==> src/hw/rtl/cas_pkg.sv <==
// Shared types, constants and helper functions of the card UID activation sequencer.
// No dependencies; the controller, datapath and top import this package.
package cas_pkg;

   localparam int UID_MAX = 10;
   localparam int LEVELS  = 3;

   localparam int UCNT_W = $clog2(UID_MAX + 1);
   localparam int UIDX_W = $clog2(UID_MAX);
   localparam int IDX_W  = (UCNT_W > 4) ? UCNT_W : 4;
   localparam int FCNT_W = 3;
   localparam int FIDX_W = 3;
   localparam int LVL_W  = 2;

   localparam int CSR_ADDR_W = 3;
   localparam int CSR_DATA_W = 32;

   localparam int FRAME_DEPTH = 5;

   localparam logic [7:0]  REQA_BYTE  = 8'h26;
   localparam logic [7:0]  NVB_ANTI   = 8'h20;
   localparam logic [7:0]  NVB_SELECT = 8'h70;
   localparam logic [2:0]  REQA_BITS  = 3'd7;
   localparam logic [15:0] CRC_PRESET = 16'h6363;
   localparam logic [15:0] CRC_POLY   = 16'h8408;
   localparam int          SAK_CASCADE_BIT = 2;

   localparam logic [FCNT_W-1:0] FC_MAX        = 3'd7;
   localparam logic [FCNT_W-1:0] ATQA_LEN      = 3'd2;
   localparam logic [FCNT_W-1:0] UID_FRAME_LEN = 3'd5;
   localparam logic [FCNT_W-1:0] SAK_LEN       = 3'd3;

   localparam logic [IDX_W-1:0] SEL_IDX_CRC_LO = IDX_W'(7);
   localparam logic [IDX_W-1:0] SEL_IDX_CRC_HI = IDX_W'(8);

   // input commands
   localparam logic [1:0] CMD_START = 2'd0;
   localparam logic [1:0] CMD_BYTE  = 2'd1;
   localparam logic [1:0] CMD_FAIL  = 2'd2;

   // result kinds
   localparam logic [1:0] KIND_XMIT   = 2'd0;
   localparam logic [1:0] KIND_UID    = 2'd1;
   localparam logic [1:0] KIND_STATUS = 2'd2;

   // poll end status codes
   localparam logic [2:0] STS_OK        = 3'd0;
   localparam logic [2:0] STS_DISABLED  = 3'd1;
   localparam logic [2:0] STS_NO_ANSWER = 3'd2;
   localparam logic [2:0] STS_BAD_LEN   = 3'd3;
   localparam logic [2:0] STS_BAD_BCC   = 3'd4;
   localparam logic [2:0] STS_LEVELS    = 3'd5;

   localparam logic [CSR_ADDR_W-3:0] REG_READER_ENABLED = '0;

   typedef enum logic [1:0] {
      PH_IDLE,
      PH_ATQA,
      PH_UID,
      PH_SAK
   } phase_type;

   typedef enum logic [2:0] {
      FSM_LISTEN,
      FSM_CHECK,
      FSM_COPY,
      FSM_DECIDE,
      FSM_EMIT
   } fsm_type;

   typedef enum logic [2:0] {
      JOB_REQA,
      JOB_FAIL,
      JOB_ANTI,
      JOB_SELECT,
      JOB_UID
   } job_type;

   typedef struct packed {
      logic             clear_run;
      logic             take_byte;
      logic             sak_phase;
      logic             copy_en;
      logic [1:0]       copy_idx;
      logic             level_inc;
      logic             start_job;
      logic             emit;
      job_type          job;
      logic [IDX_W-1:0] idx;
      logic [2:0]       fail_code;
   } dp_cmd_type;

   typedef struct packed {
      logic [FCNT_W-1:0] frame_count;
      logic              bcc_ok;
      logic              more;
      logic              level_last;
      logic [UCNT_W-1:0] uid_count;
      logic              out_free;
      logic              reader_enabled;
   } dp_sts_type;

   function automatic logic [7:0] sel_code(input logic [LVL_W-1:0] level);
      logic [7:0] code;
      case (level)
         2'd0:    code = 8'h93;
         2'd1:    code = 8'h95;
         default: code = 8'h97;
      endcase
      return code;
   endfunction

   // one byte of CRC_A, LSB first
   function automatic logic [15:0] crc_byte(input logic [15:0] crc, input logic [7:0] b);
      logic [15:0] c;
      c = crc ^ {8'h00, b};
      for (int i = 0; i < 8; i++) begin
         if (c[0]) begin
            c = (c >> 1) ^ CRC_POLY;
         end else begin
            c = c >> 1;
         end
      end
      return c;
   endfunction

endpackage

==> src/hw/rtl/cas_if.sv <==
// Valid/ready channel interfaces for requests and results of the activation sequencer.
// Does not depend on cas_pkg; its field widths are written out directly.
interface cas_req_if;
   logic       valid;
   logic       ready;
   logic [1:0] cmd;
   logic [7:0] rx_byte;
   logic       rx_last;

   modport source (output valid, output cmd, output rx_byte, output rx_last, input ready);
   modport sink (input valid, input cmd, input rx_byte, input rx_last, output ready);
endinterface

interface cas_rsp_if;
   logic       valid;
   logic       ready;
   logic [1:0] kind;
   logic [7:0] data_byte;
   logic [2:0] bits_last;
   logic       last;
   logic [2:0] status;
   logic [7:0] sak;
   logic [3:0] uid_len;

   modport source (output valid, output kind, output data_byte, output bits_last,
                   output last, output status, output sak, output uid_len, input ready);
   modport sink (input valid, input kind, input data_byte, input bits_last,
                 input last, input status, input sak, input uid_len, output ready);
endinterface

==> src/hw/rtl/cas_ctrl.sv <==
// Controller of the activation sequencer: protocol phase, frame checks and result sequencing.
// Depends on cas_pkg and cas_req_if; drives the datapath through dp_cmd_type.
module cas_ctrl (
   input  logic                clock,
   input  logic                reset,
   cas_req_if.sink             req,
   input  cas_pkg::dp_sts_type sts,
   output cas_pkg::dp_cmd_type cmd
);
   import cas_pkg::*;

   fsm_type          state_ff, state_in;
   phase_type        phase_ff, phase_in;
   job_type          job_ff, job_in;
   logic [IDX_W-1:0] idx_ff, idx_in;
   logic [1:0]       copy_idx_ff, copy_idx_in;
   logic [2:0]       fail_ff, fail_in;

   logic    launch;
   job_type launch_job;
   logic [2:0] launch_fail;
   logic    item_last;

   always_ff @(posedge clock) begin
      if (reset) begin
         state_ff    <= FSM_LISTEN;
         phase_ff    <= PH_IDLE;
         job_ff      <= JOB_FAIL;
         idx_ff      <= '0;
         copy_idx_ff <= '0;
         fail_ff     <= STS_OK;
      end else begin
         state_ff    <= state_in;
         phase_ff    <= phase_in;
         job_ff      <= job_in;
         idx_ff      <= idx_in;
         copy_idx_ff <= copy_idx_in;
         fail_ff     <= fail_in;
      end
   end

   always_comb begin
      case (job_ff)
         JOB_ANTI:   item_last = (idx_ff == IDX_W'(1));
         JOB_SELECT: item_last = (idx_ff == SEL_IDX_CRC_HI);
         JOB_UID:    item_last = (idx_ff == IDX_W'(sts.uid_count));
         default:    item_last = 1'b1;
      endcase
   end

   always_comb begin
      state_in    = state_ff;
      phase_in    = phase_ff;
      job_in      = job_ff;
      idx_in      = idx_ff;
      copy_idx_in = copy_idx_ff;
      fail_in     = fail_ff;
      launch      = 1'b0;
      launch_job  = JOB_FAIL;
      launch_fail = STS_OK;
      req.ready   = 1'b0;

      cmd           = '0;
      cmd.job       = job_ff;
      cmd.idx       = idx_ff;
      cmd.fail_code = fail_ff;
      cmd.copy_idx  = copy_idx_ff;

      case (state_ff)
         FSM_LISTEN: begin
            req.ready = 1'b1;
            if (req.valid) begin
               case (req.cmd)
                  CMD_START: begin
                     cmd.clear_run = 1'b1;
                     launch        = 1'b1;
                     if (sts.reader_enabled) begin
                        launch_job = JOB_REQA;
                     end else begin
                        launch_job  = JOB_FAIL;
                        launch_fail = STS_DISABLED;
                     end
                  end
                  CMD_BYTE: begin
                     if (phase_ff != PH_IDLE) begin
                        cmd.take_byte = 1'b1;
                        cmd.sak_phase = (phase_ff == PH_SAK);
                        if (req.rx_last) begin
                           state_in = FSM_CHECK;
                        end
                     end
                  end
                  CMD_FAIL: begin
                     if (phase_ff != PH_IDLE) begin
                        launch      = 1'b1;
                        launch_fail = STS_NO_ANSWER;
                     end
                  end
                  default: ;
               endcase
            end
         end
         FSM_CHECK: begin
            case (phase_ff)
               PH_ATQA: begin
                  launch = 1'b1;
                  if (sts.frame_count != ATQA_LEN) begin
                     launch_fail = STS_BAD_LEN;
                  end else begin
                     launch_job = JOB_ANTI;
                  end
               end
               PH_UID: begin
                  launch = 1'b1;
                  if (sts.frame_count != UID_FRAME_LEN) begin
                     launch_fail = STS_BAD_LEN;
                  end else if (!sts.bcc_ok) begin
                     launch_fail = STS_BAD_BCC;
                  end else begin
                     launch_job = JOB_SELECT;
                  end
               end
               PH_SAK: begin
                  if (sts.frame_count != SAK_LEN) begin
                     launch      = 1'b1;
                     launch_fail = STS_BAD_LEN;
                  end else begin
                     // skip the cascade tag when another level follows
                     copy_idx_in = {1'b0, sts.more};
                     state_in    = FSM_COPY;
                  end
               end
               default: state_in = FSM_LISTEN;
            endcase
         end
         FSM_COPY: begin
            cmd.copy_en = 1'b1;
            if (copy_idx_ff == 2'd3) begin
               state_in = FSM_DECIDE;
            end else begin
               copy_idx_in = copy_idx_ff + 2'd1;
            end
         end
         FSM_DECIDE: begin
            launch = 1'b1;
            if (!sts.more) begin
               launch_job = JOB_UID;
            end else if (sts.level_last) begin
               launch_fail = STS_LEVELS;
            end else begin
               cmd.level_inc = 1'b1;
               launch_job    = JOB_ANTI;
            end
         end
         FSM_EMIT: begin
            if (sts.out_free) begin
               cmd.emit = 1'b1;
               if (item_last) begin
                  state_in = FSM_LISTEN;
               end else begin
                  idx_in = idx_ff + IDX_W'(1);
               end
            end
         end
         default: state_in = FSM_LISTEN;
      endcase

      if (launch) begin
         cmd.start_job = 1'b1;
         cmd.job       = launch_job;
         job_in        = launch_job;
         fail_in       = launch_fail;
         idx_in        = '0;
         state_in      = FSM_EMIT;
         case (launch_job)
            JOB_REQA:   phase_in = PH_ATQA;
            JOB_ANTI:   phase_in = PH_UID;
            JOB_SELECT: phase_in = PH_SAK;
            default:    phase_in = PH_IDLE;
         endcase
      end
   end

endmodule

==> src/hw/rtl/cas_datapath.sv <==
// Datapath of the activation sequencer: frame and UID stores, CRC_A, config register and
// the result output register. Depends on cas_pkg and cas_rsp_if.
module cas_datapath (
   input  logic                           clock,
   input  logic                           reset,
   input  cas_pkg::dp_cmd_type            cmd,
   output cas_pkg::dp_sts_type            sts,
   input  logic [7:0]                     rx_byte,
   cas_rsp_if.source                      rsp,
   input  logic                           csr_psel,
   input  logic                           csr_penable,
   input  logic                           csr_pwrite,
   input  logic [cas_pkg::CSR_ADDR_W-1:0] csr_paddr,
   input  logic [cas_pkg::CSR_DATA_W-1:0] csr_pwdata,
   output logic [cas_pkg::CSR_DATA_W-1:0] csr_prdata,
   output logic                           csr_pready
);
   import cas_pkg::*;

   logic              reader_en_ff;
   logic [LVL_W-1:0]  level_ff;
   logic [FCNT_W-1:0] fc_ff;
   logic [7:0]        frame_ff [FRAME_DEPTH];
   logic [7:0]        uid_ff [UID_MAX];
   logic [UCNT_W-1:0] ucnt_ff;
   logic [7:0]        sak_ff;
   logic [15:0]       crc_ff;

   logic       valid_ff;
   logic [1:0] kind_ff;
   logic [7:0] data_ff;
   logic [2:0] bits_ff;
   logic       last_ff;
   logic [2:0] status_ff;
   logic [7:0] sak_out_ff;
   logic [3:0] len_ff;

   logic [1:0] kind_in;
   logic [7:0] data_in;
   logic [2:0] bits_in;
   logic       last_in;
   logic [2:0] status_in;
   logic [7:0] sak_out_in;
   logic [3:0] len_in;

   logic              csr_wr;
   logic              out_free;
   logic [FIDX_W-1:0] rd_addr;
   logic [IDX_W-1:0]  idx_m2;
   logic [7:0]        fs_rd;
   logic [7:0]        uid_rd;
   logic              uid_room;
   logic [2:0]        level_next;

   assign csr_pready = 1'b1;
   assign csr_wr     = csr_psel & csr_penable & csr_pwrite
                     & (csr_paddr[CSR_ADDR_W-1:2] == REG_READER_ENABLED);
   assign csr_prdata = (csr_paddr[CSR_ADDR_W-1:2] == REG_READER_ENABLED)
                     ? {{(CSR_DATA_W-1){1'b0}}, reader_en_ff} : '0;

   assign out_free   = !valid_ff || rsp.ready;
   assign uid_room   = (ucnt_ff < UCNT_W'(UID_MAX));
   assign level_next = {1'b0, level_ff} + 3'd1;

   assign sts.frame_count    = fc_ff;
   assign sts.bcc_ok         = ((frame_ff[0] ^ frame_ff[1] ^ frame_ff[2] ^ frame_ff[3])
                                == frame_ff[4]);
   assign sts.more           = sak_ff[SAK_CASCADE_BIT];
   assign sts.level_last     = (level_next >= 3'(LEVELS));
   assign sts.uid_count      = ucnt_ff;
   assign sts.out_free       = out_free;
   assign sts.reader_enabled = reader_en_ff;

   // one read port on the frame store, shared by the UID copy and the select frame
   assign idx_m2  = cmd.idx - IDX_W'(2);
   assign rd_addr = cmd.copy_en ? {1'b0, cmd.copy_idx} : idx_m2[FIDX_W-1:0];
   assign fs_rd   = (rd_addr < FIDX_W'(FRAME_DEPTH)) ? frame_ff[rd_addr] : 8'h00;
   assign uid_rd  = (cmd.idx < IDX_W'(UID_MAX)) ? uid_ff[cmd.idx[UIDX_W-1:0]] : 8'h00;

   always_comb begin
      kind_in    = KIND_XMIT;
      data_in    = 8'h00;
      bits_in    = 3'd0;
      last_in    = 1'b0;
      status_in  = STS_OK;
      sak_out_in = 8'h00;
      len_in     = 4'd0;
      case (cmd.job)
         JOB_REQA: begin
            data_in = REQA_BYTE;
            bits_in = REQA_BITS;
            last_in = 1'b1;
         end
         JOB_FAIL: begin
            kind_in   = KIND_STATUS;
            last_in   = 1'b1;
            status_in = cmd.fail_code;
         end
         JOB_ANTI: begin
            if (cmd.idx == '0) begin
               data_in = sel_code(level_ff);
            end else begin
               data_in = NVB_ANTI;
               last_in = 1'b1;
            end
         end
         JOB_SELECT: begin
            if (cmd.idx == '0) begin
               data_in = sel_code(level_ff);
            end else if (cmd.idx == IDX_W'(1)) begin
               data_in = NVB_SELECT;
            end else if (cmd.idx == SEL_IDX_CRC_LO) begin
               data_in = crc_ff[7:0];
            end else if (cmd.idx == SEL_IDX_CRC_HI) begin
               data_in = crc_ff[15:8];
               last_in = 1'b1;
            end else begin
               data_in = fs_rd;
            end
         end
         JOB_UID: begin
            if (cmd.idx < IDX_W'(ucnt_ff)) begin
               kind_in = KIND_UID;
               data_in = uid_rd;
            end else begin
               kind_in    = KIND_STATUS;
               last_in    = 1'b1;
               sak_out_in = sak_ff;
               len_in     = 4'(ucnt_ff);
            end
         end
         default: ;
      endcase
   end

   always_ff @(posedge clock) begin
      if (reset) begin
         reader_en_ff <= 1'b0;
         level_ff     <= '0;
         fc_ff        <= '0;
         ucnt_ff      <= '0;
         sak_ff       <= 8'h00;
         crc_ff       <= CRC_PRESET;
         valid_ff     <= 1'b0;
      end else begin
         if (csr_wr) begin
            reader_en_ff <= csr_pwdata[0];
         end

         if (cmd.take_byte) begin
            if (fc_ff != FC_MAX) begin
               fc_ff <= fc_ff + 3'd1;
            end
            if (cmd.sak_phase && fc_ff == '0) begin
               sak_ff <= rx_byte;
            end
         end

         if (cmd.copy_en && uid_room) begin
            ucnt_ff <= ucnt_ff + UCNT_W'(1);
         end

         if (cmd.level_inc) begin
            level_ff <= level_ff + LVL_W'(1);
         end

         if (cmd.clear_run) begin
            level_ff <= '0;
            ucnt_ff  <= '0;
            fc_ff    <= '0;
         end

         if (cmd.start_job) begin
            fc_ff  <= '0;
            crc_ff <= CRC_PRESET;
            if (cmd.job == JOB_FAIL) begin
               ucnt_ff <= '0;
            end
         end

         // fold each select byte ahead of the CRC bytes into CRC_A
         if (cmd.emit && cmd.job == JOB_SELECT && cmd.idx < SEL_IDX_CRC_LO) begin
            crc_ff <= crc_byte(crc_ff, data_in);
         end

         if (cmd.emit) begin
            valid_ff <= 1'b1;
         end else if (rsp.ready) begin
            valid_ff <= 1'b0;
         end
      end
   end

   // payload stores, no reset
   always_ff @(posedge clock) begin
      if (cmd.take_byte && !cmd.sak_phase && fc_ff < FCNT_W'(FRAME_DEPTH)) begin
         frame_ff[fc_ff] <= rx_byte;
      end
      if (cmd.copy_en && uid_room) begin
         uid_ff[ucnt_ff[UIDX_W-1:0]] <= fs_rd;
      end
      if (cmd.emit) begin
         kind_ff    <= kind_in;
         data_ff    <= data_in;
         bits_ff    <= bits_in;
         last_ff    <= last_in;
         status_ff  <= status_in;
         sak_out_ff <= sak_out_in;
         len_ff     <= len_in;
      end
   end

   assign rsp.valid     = valid_ff;
   assign rsp.kind      = kind_ff;
   assign rsp.data_byte = data_ff;
   assign rsp.bits_last = bits_ff;
   assign rsp.last      = last_ff;
   assign rsp.status    = status_ff;
   assign rsp.sak       = sak_out_ff;
   assign rsp.uid_len   = len_ff;

endmodule

==> src/hw/rtl/card_uid_activation_sequencer_top.sv <==
// A received byte that does not end a frame is taken; a start launches its job, whose first
// result is loaded in the emit state. A frame end passes the check state (after SAK also the
// UID copy and level decision states) before its first result is loaded. Throughput: results
// leave at one per cycle from the output register while the receiver is ready; a select frame
// is nine transfers, a UID run up to UID_MAX plus one. Input is taken only while no result
// is being sequenced. Reset is synchronous and active high: phase idle, reader disabled.
module card_uid_activation_sequencer_top (
   input  logic                           clock,
   input  logic                           reset,
   cas_req_if.sink                        req_chan,
   cas_rsp_if.source                      rsp_chan,
   input  logic                           csr_psel,
   input  logic                           csr_penable,
   input  logic                           csr_pwrite,
   input  logic [cas_pkg::CSR_ADDR_W-1:0] csr_paddr,
   input  logic [cas_pkg::CSR_DATA_W-1:0] csr_pwdata,
   output logic [cas_pkg::CSR_DATA_W-1:0] csr_prdata,
   output logic                           csr_pready
);
   import cas_pkg::*;

   dp_cmd_type dp_cmd;
   dp_sts_type dp_sts;

   cas_ctrl u_ctrl (
      .clock (clock),
      .reset (reset),
      .req   (req_chan),
      .sts   (dp_sts),
      .cmd   (dp_cmd)
   );

   cas_datapath u_datapath (
      .clock       (clock),
      .reset       (reset),
      .cmd         (dp_cmd),
      .sts         (dp_sts),
      .rx_byte     (req_chan.rx_byte),
      .rsp         (rsp_chan),
      .csr_psel    (csr_psel),
      .csr_penable (csr_penable),
      .csr_pwrite  (csr_pwrite),
      .csr_paddr   (csr_paddr),
      .csr_pwdata  (csr_pwdata),
      .csr_prdata  (csr_prdata),
      .csr_pready  (csr_pready)
   );

`ifndef NO_ASSERTIONS
   a_emit_needs_room: assert property (@(posedge clock) disable iff (reset)
      dp_cmd.emit |-> dp_sts.out_free)
      else $error("result loaded while output register still full");

   a_no_accept_while_emitting: assert property (@(posedge clock) disable iff (reset)
      req_chan.ready |-> !dp_cmd.emit)
      else $error("input accepted while results are sequenced");

   a_status_only_on_status: assert property (@(posedge clock) disable iff (reset)
      (rsp_chan.valid && rsp_chan.kind != KIND_STATUS)
      |-> (rsp_chan.status == STS_OK && rsp_chan.sak == 8'h00 && rsp_chan.uid_len == 4'd0))
      else $error("status fields set on a byte result");

   a_fail_clears_uid: assert property (@(posedge clock) disable iff (reset)
      (rsp_chan.valid && rsp_chan.kind == KIND_STATUS && rsp_chan.status != STS_OK)
      |-> (rsp_chan.uid_len == 4'd0 && rsp_chan.sak == 8'h00 && rsp_chan.last))
      else $error("failure status carries UID length or SAK");
`endif

endmodule
==> src/flat_wrapper.sv <==
// flat-port wrapper written by rule: the top's interface ports become plain ports
module card_uid_activation_sequencer_top_flat import cas_pkg::*;
  (clock, reset, csr_psel, csr_penable, csr_pwrite, csr_paddr, csr_pwdata, csr_prdata, csr_pready, req_chan_valid, req_chan_cmd, req_chan_rx_byte, req_chan_rx_last, req_chan_ready, rsp_chan_valid, rsp_chan_kind, rsp_chan_data_byte, rsp_chan_bits_last, rsp_chan_last, rsp_chan_status, rsp_chan_sak, rsp_chan_uid_len, rsp_chan_ready);
  cas_req_if req_chan_i ();
  cas_rsp_if rsp_chan_i ();
  input  logic clock;
  input  logic reset;
  input  logic csr_psel;
  input  logic csr_penable;
  input  logic csr_pwrite;
  input  logic [cas_pkg::CSR_ADDR_W-1:0] csr_paddr;
  input  logic [cas_pkg::CSR_DATA_W-1:0] csr_pwdata;
  output logic [cas_pkg::CSR_DATA_W-1:0] csr_prdata;
  output logic csr_pready;
  input wire logic [$bits(req_chan_i.valid)-1:0] req_chan_valid;
  input wire logic [$bits(req_chan_i.cmd)-1:0] req_chan_cmd;
  input wire logic [$bits(req_chan_i.rx_byte)-1:0] req_chan_rx_byte;
  input wire logic [$bits(req_chan_i.rx_last)-1:0] req_chan_rx_last;
  output wire logic [$bits(req_chan_i.ready)-1:0] req_chan_ready;
  output wire logic [$bits(rsp_chan_i.valid)-1:0] rsp_chan_valid;
  output wire logic [$bits(rsp_chan_i.kind)-1:0] rsp_chan_kind;
  output wire logic [$bits(rsp_chan_i.data_byte)-1:0] rsp_chan_data_byte;
  output wire logic [$bits(rsp_chan_i.bits_last)-1:0] rsp_chan_bits_last;
  output wire logic [$bits(rsp_chan_i.last)-1:0] rsp_chan_last;
  output wire logic [$bits(rsp_chan_i.status)-1:0] rsp_chan_status;
  output wire logic [$bits(rsp_chan_i.sak)-1:0] rsp_chan_sak;
  output wire logic [$bits(rsp_chan_i.uid_len)-1:0] rsp_chan_uid_len;
  input wire logic [$bits(rsp_chan_i.ready)-1:0] rsp_chan_ready;
  assign req_chan_i.valid = req_chan_valid;
  assign req_chan_i.cmd = req_chan_cmd;
  assign req_chan_i.rx_byte = req_chan_rx_byte;
  assign req_chan_i.rx_last = req_chan_rx_last;
  assign req_chan_ready = req_chan_i.ready;
  assign rsp_chan_valid = rsp_chan_i.valid;
  assign rsp_chan_kind = rsp_chan_i.kind;
  assign rsp_chan_data_byte = rsp_chan_i.data_byte;
  assign rsp_chan_bits_last = rsp_chan_i.bits_last;
  assign rsp_chan_last = rsp_chan_i.last;
  assign rsp_chan_status = rsp_chan_i.status;
  assign rsp_chan_sak = rsp_chan_i.sak;
  assign rsp_chan_uid_len = rsp_chan_i.uid_len;
  assign rsp_chan_i.ready = rsp_chan_ready;
  card_uid_activation_sequencer_top u_core (.clock(clock), .reset(reset), .req_chan(req_chan_i), .rsp_chan(rsp_chan_i), .csr_psel(csr_psel), .csr_penable(csr_penable), .csr_pwrite(csr_pwrite), .csr_paddr(csr_paddr), .csr_pwdata(csr_pwdata), .csr_prdata(csr_prdata), .csr_pready(csr_pready));
endmodule
==> config.mk <==
export PLATFORM = sky130hd
export DESIGN_NAME = card_uid_activation_sequencer_top_flat
export DESIGN_NICKNAME = d
export VERILOG_FILES = /design/src/hw/rtl/cas_pkg.sv /design/src/hw/rtl/cas_if.sv /design/src/hw/rtl/cas_ctrl.sv /design/src/hw/rtl/cas_datapath.sv /design/src/hw/rtl/card_uid_activation_sequencer_top.sv /design/src/flat_wrapper.sv
export SDC_FILE = /design/constraint.sdc
export NUM_CORES = 1
export LEC_CHECK = 0
export BUFFER_PORTS_ARGS = -buffer_cell sky130_fd_sc_hd__buf_2
export CAP_MARGIN = 15
export CORE_ASPECT_RATIO = 0.8
export CORE_MARGIN = 3
export CORE_UTILIZATION = 60
export DETAILED_ROUTE_END_ITERATION = 10
export HOLD_SLACK_MARGIN = 0.1
export PLACE_DENSITY = 0.79
export SLEW_MARGIN = 5
export SYNTH_ARGS = -nofsm -noshare
export SYNTH_HDL_FRONTEND = slang
export SYNTH_SLANG_ARGS = --single-unit
==> constraint.sdc <==
create_clock -name clock -period 4.9 [get_ports clock]
set_input_delay 0.98 -clock clock [delete_from_list [all_inputs] [get_ports clock]]
set_output_delay 0.98 -clock clock [all_outputs]
set_load 0.01 [all_outputs]
==> metrics.txt <==
# TYPE chip_impl_metric gauge
chip_impl_info{name="outcome",value="completed"} 1
chip_impl_metric{name="global_route.usage.total",unit="%"} 25.2
chip_impl_metric{name="drt-initial-drc-count",unit=""} 922
chip_impl_metric{name="cell_variety_after_synth",unit=""} 94
chip_impl_metric{name="postCtsResizedCells",unit=""} 0
chip_impl_info{name="r2r-start",value="u_core.u_ctrl.state_ff[1]$_SDFFE_PP0P_"} 1
chip_impl_info{name="hold_path.class",value="reg -> reg"} 1
chip_impl_metric{name="totalWireLength",unit="um"} 24400
chip_impl_metric{name="grt_pass1_vias",unit=""} 6849
chip_impl_metric{name="ctsHtreeMaxLevel",unit=""} 1
chip_impl_metric{name="setup_total_negative_slack",unit="ps"} 0
chip_impl_metric{name="start_util",unit="%"} 62.2
chip_impl_metric{name="timing_worst_slew_pin_value",unit="ps"} 1000
chip_impl_metric{name="io_buffers",unit=""} 51
chip_impl_metric{name="grt_max_degree",unit=""} 38
chip_impl_metric{name="globalRouteMet1Util",unit="%"} 38.4
chip_impl_metric{name="cts.clk_slew.worst_paths",unit="ps"} 70
chip_impl_metric{name="power-per-cell-area",unit="mW/mm^2"} 305
chip_impl_metric{name="ys_ff_latch",unit=""} 203
chip_impl_metric{name="first_pass_grt_wire_length",unit="um"} 38200
chip_impl_info{name="setup.worst_path.class",value="reg -> reg"} 1
chip_impl_metric{name="timing.max_slew.rel_slack",unit="%"} 31.3
chip_impl_metric{name="drc",unit=""} 0
chip_impl_metric{name="rows",unit=""} 42
chip_impl_metric{name="min_path_cells",unit=""} 2
chip_impl_metric{name="max_freq",unit="MHz"} 235
chip_impl_metric{name="final_critical_path_setup_slack",unit="ps"} 645
chip_impl_metric{name="route.detailed.wl_per_inst",unit="um"} 21.0
chip_impl_metric{name="drt-vias-per-instance",unit=""} 6.29
chip_impl_info{name="clk_root_buffer_cell",value="clkbuf_16"} 1
chip_impl_metric{name="power.leakage",unit="nW"} 3.96
chip_impl_metric{name="hold_buffers",unit=""} 0
chip_impl_info{name="timing.hold.worst.start",value="u_core.u_datapath.sak_ff[3]$_SDFFE_PP0P_"} 1
chip_impl_metric{name="timing_hold_violations_final",unit=""} 0
chip_impl_metric{name="cts_buffers",unit=""} 21
chip_impl_metric{name="num_vias",unit=""} 7329
chip_impl_metric{name="grt-ovfl-total",unit=""} 0
chip_impl_info{name="critPathCaptureType",value="register"} 1
chip_impl_metric{name="met3_grt_util",unit="%"} 4.55
chip_impl_metric{name="drt-pass1-iter-count",unit=""} 5
chip_impl_metric{name="critical_path_required",unit="ps"} 5250
chip_impl_metric{name="post-cts-setup-buffer-count",unit=""} 0
chip_impl_info{name="grt_setup_unrepaired",value="false"} 1
chip_impl_metric{name="synthesis.area",unit="mm^2"} 0.0105
chip_impl_metric{name="power",unit="mW"} 3.51
chip_impl_metric{name="ant_diodes",unit=""} 0
chip_impl_metric{name="routabilityCongestion",unit=""} 0.945
chip_impl_metric{name="final_nets",unit=""} 1012
chip_impl_metric{name="die_w",unit="um"} 154
chip_impl_metric{name="path_max_fanout",unit=""} 23
chip_impl_metric{name="synth_edf_count",unit=""} 147
chip_impl_metric{name="grt_antenna_before_repair",unit=""} 0
chip_impl_info{name="synth_top_area_cell",value="edfxtp_1"} 1
chip_impl_metric{name="synthArstFlopShare",unit="%"} 0
chip_impl_metric{name="yosysSeqAreaShare",unit="%"} 52.7
chip_impl_metric{name="fin_crit_sh",unit="%"} 86.8
chip_impl_metric{name="finalSetupViolCount",unit=""} 0
chip_impl_metric{name="die_area",unit="mm^2"} 0.0191
chip_impl_info{name="top_usage_layer",value="met2"} 1
chip_impl_metric{name="setup_slack_after_placement",unit="ps"} 680
chip_impl_metric{name="reg2regPathDepth",unit=""} 10
chip_impl_metric{name="clock-skew-final",unit="ps"} 23.6
chip_impl_metric{name="yosys_warnings",unit=""} 0
chip_impl_metric{name="ioPinCount",unit=""} 117
chip_impl_metric{name="slew_viols_final",unit=""} 0
chip_impl_info{name="synth_top_cells_by_area",value="edfxtp_1 42%, dfxtp_1 11%, mux4_2 3.4%"} 1
chip_impl_metric{name="floorplan.die.height",unit="um"} 124
chip_impl_metric{name="postRouteAntennaNets",unit=""} 0
chip_impl_metric{name="maxCapViolations",unit=""} 0
chip_impl_metric{name="drive_gt1_share",unit="%"} 15.8
chip_impl_metric{name="design.core.area",unit="mm^2"} 0.0169
chip_impl_metric{name="timing.critical_path.arrival",unit="ps"} 4600
chip_impl_metric{name="worstSkewPairLatency",unit="ps"} 500
chip_impl_metric{name="finish.instance_area",unit="mm^2"} 0.0115
chip_impl_metric{name="clk_path_buf_depth",unit=""} 3
chip_impl_info{name="hold_end",value="u_core.u_datapath.sak_ff[3]$_SDFFE_PP0P_"} 1
chip_impl_metric{name="flop2flop_setup_slack",unit="ps"} 650
chip_impl_metric{name="layout_min_cycle_time",unit="ps"} 4250
chip_impl_metric{name="hpwl",unit="um"} 17300
chip_impl_metric{name="synth_largest_type_area_fraction",unit="%"} 42.0
chip_impl_metric{name="holdWs",unit="ps"} 482
chip_impl_metric{name="area_growth_syn_to_layout",unit="%"} 9.43
chip_impl_metric{name="cts.sinks",unit=""} 203
chip_impl_info{name="crit_path_launch_type",value="register"} 1
chip_impl_info{name="reg2reg_to",value="u_core.u_datapath.crc_ff[1]$_SDFFE_PP1P_"} 1
chip_impl_metric{name="vdd.ir_drop.worst",unit="V"} 0.000305
chip_impl_info{name="clock_tree_from_tritoncts",value="built"} 1
chip_impl_metric{name="dpl_cell_area",unit="mm^2"} 0.0108
chip_impl_metric{name="synth_cells",unit=""} 888
chip_impl_metric{name="use_met2",unit="%"} 38.6
chip_impl_metric{name="synth.avg_cell_area",unit="um^2"} 11.8
chip_impl_info{name="dominantRegCellSynth",value="edfxtp_1"} 1
==> cells in the mapped netlist, drive strengths merged, types with 8 or more instances <==
| cell | n |
|---|---|
| a21oi | 40 |
| o22ai | 8 |
| edfxtp | 147 |
| nand3 | 30 |
| xor2 | 13 |
| mux2i | 25 |
| ha | 27 |
| a21o | 10 |
| or3 | 8 |
| nor3 | 37 |
| and3 | 14 |
| a211oi | 10 |
| nand2b | 13 |
| nor2 | 50 |
| o211ai | 14 |
| nand2 | 53 |
| nor3b | 8 |
| mux4 | 16 |
| dfxtp | 56 |
| xnor3 | 8 |
| o21ai | 24 |
| nor4 | 10 |
| buf | 47 |
| inv | 24 |
| a31oi | 13 |
| xnor2 | 17 |
| clkbuf | 26 |
| nor2b | 13 |
| and2 | 22 |
==> power breakdown <==
part	switching [mW]	internal, mW	total, mW
logic	0.0624	0.0306	0.0930
clock network	0.674	0.901	1.57
registers	0.00997	1.83	1.84
==> kinds of logic after synthesis <==
| logic type | count (synthesis) | share of synthesized area, % |
|---|---|---|
| other | 2 | 0.0715 |
| flip-flops | 203 | 52.7 |
| adder cells (fa/ha/maj) | 27 | 3.22 |
| AND/OR/NAND/NOR | 302 | 16.1 |
| AO/OA/AOI/OAI | 175 | 12.5 |
| buffers and inverters | 97 | 5.00 |
| XOR/XNOR | 38 | 4.22 |
| multiplexers | 44 | 6.17 |
==> metal layers <==
metal	up-vias	share of wire [%]	wire length, um
li1	3386	-	-
met1	3538	43	10500
met2	365	45	11000
met3	40	9.9	2420
met4	0	1.9	463
met5	-	0	0
==> registers in the layout, summed over array words and instances, names as in the netlist, 4 cells and up, named ones only <==
| name | flops |
|---|---|
| u_core.u_datapath.uid_ff | 80 |
| u_core.u_datapath.crc_ff | 16 |
| u_core.u_ctrl.idx_ff | 4 |
| u_core.u_datapath.frame_ff | 40 |
| u_core.u_datapath.sak_ff | 8 |
| u_core.u_datapath.rsp.sak | 8 |
| u_core.u_datapath.rsp.uid_len | 4 |
| u_core.u_datapath.ucnt_ff | 4 |
| u_core.u_datapath.rsp.data_byte | 8 |
==> critical path, cell delays in order (launching register included) <==
cell and delay [ps]:
dfxtp_1 660, or3b_1 760, a21oi_2 480, a31oi_1 100
nor4_1 640, o41ai_2 200, o221a_2 310, a32oi_2 290
xnor2_1 270, nor4b_1 310, a311oi_1 80
==> worst max path at each step <==
stage,from,to,slack (ps),cells after the start
3_5_place_dp,req_chan_valid,u_core.u_datapath.crc_ff[0]$_SDFFE_PP1P_,680,11
4_1_cts,u_core.u_ctrl.state_ff[1]$_SDFFE_PP0P_,u_core.u_datapath.crc_ff[8]$_SDFFE_PP1P_,750,10
3_3_place_gp,req_chan_valid,u_core.u_datapath.crc_ff[0]$_SDFFE_PP1P_,720,11
2_1_floorplan,req_chan_cmd[0],u_core.u_datapath.crc_ff[0]$_SDFFE_PP1P_,1380,11
6_report,u_core.u_ctrl.state_ff[1]$_SDFFE_PP0P_,u_core.u_datapath.crc_ff[1]$_SDFFE_PP1P_,650,10
5_1_grt,u_core.u_ctrl.state_ff[1]$_SDFFE_PP0P_,u_core.u_datapath.crc_ff[1]$_SDFFE_PP1P_,430,10
==> placed cells by master, fill, tap and decap left out, drive strengths merged, types with 10 or more instances in the layout <==
master	n
a211oi	10
a21o	10
a21oi	40
a31oi	13
and2	22
and3	14
buf	64
clkbuf	22
clkinv	11
conb	32
dfxtp	56
edfxtp	147
ha	27
inv	25
mux2i	25
mux4	16
nand2	53
nand2b	13
nand3	30
nor2	50
nor2b	13
nor3	37
nor4	10
o211ai	14
o21ai	24
xnor2	17
xor2	13
==> area by class of cell <==
| cell class | count | area, um^2 |
|---|---|---|
| clock buffers | 22 | 529 |
| multi-input cells | 618 | 4560 |
| well taps | 220 | 275 |
| inverters | 24 | 90.1 |
| clock inverters | 15 | 148 |
| flip-flops and latches | 203 | 5540 |
| repair buffers | 64 | 353 |
| fillers | 1226 | 5380 |
==> per-stage QoR <==
step	util, %	instances
2_1_floorplan	-	918
3_3_place_gp	64.1	1129
3_5_place_dp	64.1	1129
4_1_cts	68.1	1166
5_1_grt	68.1	1166
6_report	68.1	1166
(Power assumes the default switching activity.)
